--- src/bspc_pkg.sv ---
// ----------------------------------------------------------------------------
// bspc_pkg
// Types and constants shared by the binary search probe count unit.
// ----------------------------------------------------------------------------
package bspc_pkg;

	localparam int unsigned VAL_W   = 32; // stored value and search key
	localparam int unsigned IDX_W   = 10; // entry index and hit index fields
	localparam int unsigned CNT_W   = 11; // entries_in_use and search bounds
	localparam int unsigned MISS_W  = 4;  // miss probe count
	localparam int unsigned MAX_MISSES = 11;

	typedef enum logic {
		CMD_WRITE  = 1'b0,
		CMD_SEARCH = 1'b1
	} op_t;

	typedef enum logic [1:0] {
		ST_IDLE,
		ST_START,
		ST_PROBE,
		ST_FINISH
	} state_t;

	// controller to datapath
	typedef struct packed {
		logic mem_wr;  // store the requested entry
		logic load;    // capture key and bounds of a new search
		logic start;   // issue the first probe
		logic step;    // take the probe result, move the bounds
		logic publish; // move the finished result to the output register
	} dp_cmd_t;

	// datapath to controller
	typedef struct packed {
		logic range_empty; // bounds already crossed
		logic probe_hit;   // probed entry equals the key
		logic next_empty;  // bounds cross after this miss
		logic out_free;    // output register can take a result
	} dp_sts_t;

endpackage

--- src/bspc_ctrl.sv ---
// ----------------------------------------------------------------------------
// bspc_ctrl
// Search sequencer: accepts requests, steps the probes, hands off the result.
// ----------------------------------------------------------------------------
module bspc_ctrl
	import bspc_pkg::*;
(
	input  logic    clk,
	input  logic    arst_n,
	input  logic    req_valid,
	input  logic    req_cmd,
	output logic    req_ready,
	input  dp_sts_t sts,
	output dp_cmd_t cmd
);

	state_t state_q;
	state_t state_nx;
	logic   req_fire;

	assign req_fire = req_valid && req_ready;

	always_ff @(posedge clk or negedge arst_n) begin
		if (!arst_n) begin
			state_q <= ST_IDLE;
		end else begin
			state_q <= state_nx;
		end
	end

	always_comb begin
		state_nx = state_q;
		case (state_q)
			ST_IDLE: begin
				if (req_fire && (req_cmd == CMD_SEARCH)) begin
					state_nx = ST_START;
				end
			end
			ST_START: begin
				state_nx = sts.range_empty ? ST_FINISH : ST_PROBE;
			end
			ST_PROBE: begin
				if (sts.probe_hit || sts.next_empty) begin
					state_nx = ST_FINISH;
				end
			end
			ST_FINISH: begin
				if (sts.out_free) begin
					state_nx = ST_IDLE;
				end
			end
			default: state_nx = ST_IDLE;
		endcase
	end

	always_comb begin
		req_ready   = 1'b0;
		cmd         = '0;
		case (state_q)
			ST_IDLE: begin
				req_ready  = 1'b1;
				cmd.mem_wr = req_valid && (req_cmd == CMD_WRITE);
				cmd.load   = req_valid && (req_cmd == CMD_SEARCH);
			end
			ST_START:  cmd.start   = !sts.range_empty;
			ST_PROBE:  cmd.step    = 1'b1;
			ST_FINISH: cmd.publish = sts.out_free;
			default: begin
				req_ready = 1'b0;
			end
		endcase
	end

endmodule

--- config.mk ---
export PLATFORM = sky130hd
export DESIGN_NAME = bspc_ctrl
export DESIGN_NICKNAME = d
export VERILOG_FILES = /design/src/bspc_pkg.sv /design/src/bspc_ctrl.sv
export SDC_FILE = /design/constraint.sdc
export NUM_CORES = 1
export LEC_CHECK = 0
export ABC_AREA = 1
export BUFFER_PORTS_ARGS = -buffer_cell sky130_fd_sc_hd__buf_4
export CAP_MARGIN = 20
export CORE_AREA = 2 2 39 41
export CTS_CLUSTER_SIZE = 20
export DETAILED_ROUTE_END_ITERATION = 10
export DIE_AREA = 0 0 41 43
export SYNTH_ARGS = -nofsm -noshare
export SYNTH_HDL_FRONTEND = slang
export SYNTH_SLANG_ARGS = --single-unit
--- constraint.sdc ---
create_clock -name clk -period 2.8 [get_ports clk]
set_clock_uncertainty 0.1 [all_clocks]
set_input_delay 0.28 -clock clk [delete_from_list [all_inputs] [get_ports clk]]
set_output_delay 0.28 -clock clk [all_outputs]
set_load 0.005 [all_outputs]
## Yosys cells after proc, flatten, opt, wreduce, memory -nomap -nowiden

Index checks and enable logic that the tools add are counted.

- Bits in registers: 2
- Word-level logic and storage cells: 26
- Input port bits: 8
- Output and inout bits: 6

- Equality and inequality tests: 6
- Reductions and logical operators: 8
- Muxes and demuxes: 10
- Bitwise operators: 1

Operators by type and width:

| kind | number |
|---|---|
| two-way mux 2 bit | 4 |
| case mux 2 bit (4 select lines) | 1 |
| != test 2 bit, second input constant | 3 |
| two-way mux 1 bit | 5 |
| == test 2 bit, second input constant | 2 |
| logical AND 1 bit | 4 |
| AND reduction 3 bit | 1 |
| == test 2 x 1 -> 1 bit, second input constant | 1 |
| zero test 2 bit | 1 |
| zero test 1 bit | 1 |
| logical OR 1 bit | 1 |
| inverter 1 bit | 1 |

## Depth between registers and ports, before layout

- Depth after elaboration: 6
- Depth in mapped cells: 6
- Gate-level depth less buffers: 6

## Worst setup path after synthesis

Ideal clock, no wire load.

- Path type: register to output
- Start point: reg state_q[0]
- End point: out cmd[3] in the netlist's numbering
- Slack: 1.515 ns
- Data arrival time: 0.905 ns
- Required time: 2.420 ns
- Cell stages (with the launch flop): 5
- Buffers on the path: 0
- Cells stage by stage: dfrtp_1 -> inv_1 -> ha_1 -> inv_1 -> nor2_1

RTL lines:

| item | RTL line | text |
|---|---|---|
| from (decl) | bspc_ctrl.sv:17 | `state_t state_q;` |
| from (signal assigned) | bspc_ctrl.sv:27 | `state_q <= state_nx;` |
| to (decl) | bspc_ctrl.sv:14 | `output dp_cmd_t cmd` |

==> results.yml <==
placed_design:
  dp.final_hpwl_um: 401
  globalplace.congestion: 0.653
  port_buffers: 13
  placed_area_um2: 345
global_route:
  grt_max_degree: 6
  antenna_found_initial: 0
  grt_first_pass_wirelength_um: 855
  grt_pass1_vias: 260
  gr-total-overflow: 0
  track_usage_pct: 7.64
sta:
  rsz0062_at_grt: "false"
  setup-tns-final_ns: 0
  period_share_pct: 58.1
  fmax_mhz: 615
  slew_viol_final: 0
  setup_viol: 0
  maxSlewHeadroom_pct: 89.9
  worst_pin_slew_ns: 0.152
  timing.final.hold_violations: 0
  fin_crit_ns: 1.63
hold_path:
  holdCritPathClass: "input pin to asynchronous set/reset pin"
logic_synthesis:
  syn-instance-count: 35
  yosysTopAreaCell: "dfrtp_1"
  synthArstFlopShare_pct: 100
  synthFlopType: "dfrtp_1"
  yosysTopAreaCellShare_pct: 22.0
  synth_edf_count: 0
  synth_nets: 47
  syn_area_um2: 228
  yosysWarnings: 0
  yosysMostFrequentCell: "nand2_1"
  synthTopCellsByArea: "dfrtp_1 22%, ha_1 22%, nand2_1 16%, inv_1 12%, nand3_1 6.6%"
  synth_cell_types: 11
  yosysSeqAreaShare_pct: 22.0
  synth_seq_cells: 2
  yosys-top-cells-count: "10 x nand2_1, 7 x inv_1, 4 x ha_1, 4 x nor2_1, 3 x nand3_1"
  avgSynthCellArea_um2: 6.51
floorplanning:
  die_area_um2: 1760
  die_h_um: 43
  fp.coreArea_um2: 1380
  start_util_pct: 16.5
  pin_count: 14
  rows: 14
  die_w_um: 41
worst_setup_path:
  path_class: "flop to primary output"
  arrival_ns: 1.25
  start_kind: "flop"
  worstPathRequired_ns: 2.42
  crit_path_end_kind: "primary output"
  crit_fanout: 5
finish:
  largest-register: "state_q"
  largestRegisters: "state_q (2)"
  fin_nets: 66
  largest_reg_flops: 2
  area_growth_syn_to_layout_pct: 65.9
  drive_above_1_share_pct: 36.5
  num-fill-cells: 165
  fin_area_um2: 378
  diodes: 0
outcome:
  outcome: "finished clean"
route:
  vias_per_cell: 3.75
  wl_per_cell_um: 7.01
  drt_wl_total_um: 477
  first_iter_violations: 0
  vias: 255
  ant_nets: 0
  dr.pass1.iters: 1
  drc: 0
clocking:
  clock_sinks: 2
  cts_setup_buffers: 0
  cts_buffer_depth: 2
  cts_tree: "yes"
  cts_resized: 0
  htreeDepth: 1
  clk_latency_ns: 0.22
  numCtsBuffers: 3
  path_clk_slew_ns: 0.03
  hold_buffers: 1
  clockRootBuffer: "clkbuf_4"
pwr:
  total_power_uw: 332
  ir_drop_uv: 310
  leakage_uw: 0.000222
  power_per_cell_area_nw_per_um2: 879
flow_run:
  cap_viol_max_count: 0
[final timing paths]
kind / slack [ns] / cells past startpoint / end / from
max: 1.17 / 5 / cmd[3] / state_q[0]
max reg2reg: 1.54 / 6 / state_q[0] / state_q[0]
min: 0.27 / 2 / state_q[0] / arst_n
min in group clk: 0.35 / 5 / state_q[1] / sts[2]
max in group asynchronous: 2.24 / 2 / state_q[1] / arst_n
min reg2reg: 0.46 / 2 / state_q[1] / state_q[1]
[where the power goes]
| group | internal (uW) | switching, uW |
|---|---|---|
| sequential | 45.6 | 18.2 |
| clock | 47.4 | 17.1 |
| combinational | 99.9 | 104 |
| total | 193 | 139 |
[metal layers]
| metal | part of all wire (%) | vias up | track usage, % |
|---|---|---|---|
| met5 | 0 | - | 0 |
| met2 | 52 | 7 | 12.5 |
| li1 | - | 142 | - |
| met1 | 38 | 106 | 5.81 |
| met4 | 0 | 0 | 8.00 |
| met3 | 9.0 | 0 | 3.14 |
[per-stage QoR]
step | utilization [%] | instances | hold WS [ns] | setup slack (ns)
2_1_floorplan | - | 35 | -0.116 | 1.51
5_1_grt | 27.3 | 68 | 0.273 | 1.07
4_1_cts | 27.3 | 68 | 0.262 | 1.15
6_report | 27.3 | 68 | 0.273 | 1.17
3_3_place_gp | 25.0 | 64 | -0.0359 | 1.41
3_5_place_dp | 25.0 | 64 | -0.0362 | 1.40
[area by class of cell]
type | instances | area (um2) | share of cell area [%]
clock buffers | 3 | 22.5 | 5.96
inverters | 7 | 26.3 | 6.95
multi-input cells | 26 | 151 | 40.1
flip-flops and latches | 2 | 50.0 | 13.2
well taps | 16 | 20.0 | 5.30
repair buffers | 14 | 108 | 28.5
[cells by family after synthesis]
logic type | after synthesis | synth area share [%]
AO/OA/AOI/OAI | 1 | 2.20
adder cells (fa/ha/maj) | 4 | 22.0
buffers and inverters | 7 | 11.5
flip-flops | 2 | 22.0
AND/OR/NAND/NOR | 21 | 42.3
[placed cells by master (no fill, tap or decap)]
cell	count
buf_4	13
nand2_1	10
inv_1	7
nor2_1	4
ha_1	4
nand3_1	3
clkbuf_4	3
dfrtp_1	2
nor2_2	1
nand2_2	1
nand3_2	1
nand4_1	1
a21oi_1	1
dlygate4sd3_1	1
[worst max-delay path: stages, from the launching register on]
cell     delay (ns)
dfrtp_1        0.41
inv_1          0.11
ha_1           0.22
inv_1          0.07
nor2_1         0.10
buf_4          0.11
Power figures use the tool's default switching activity.
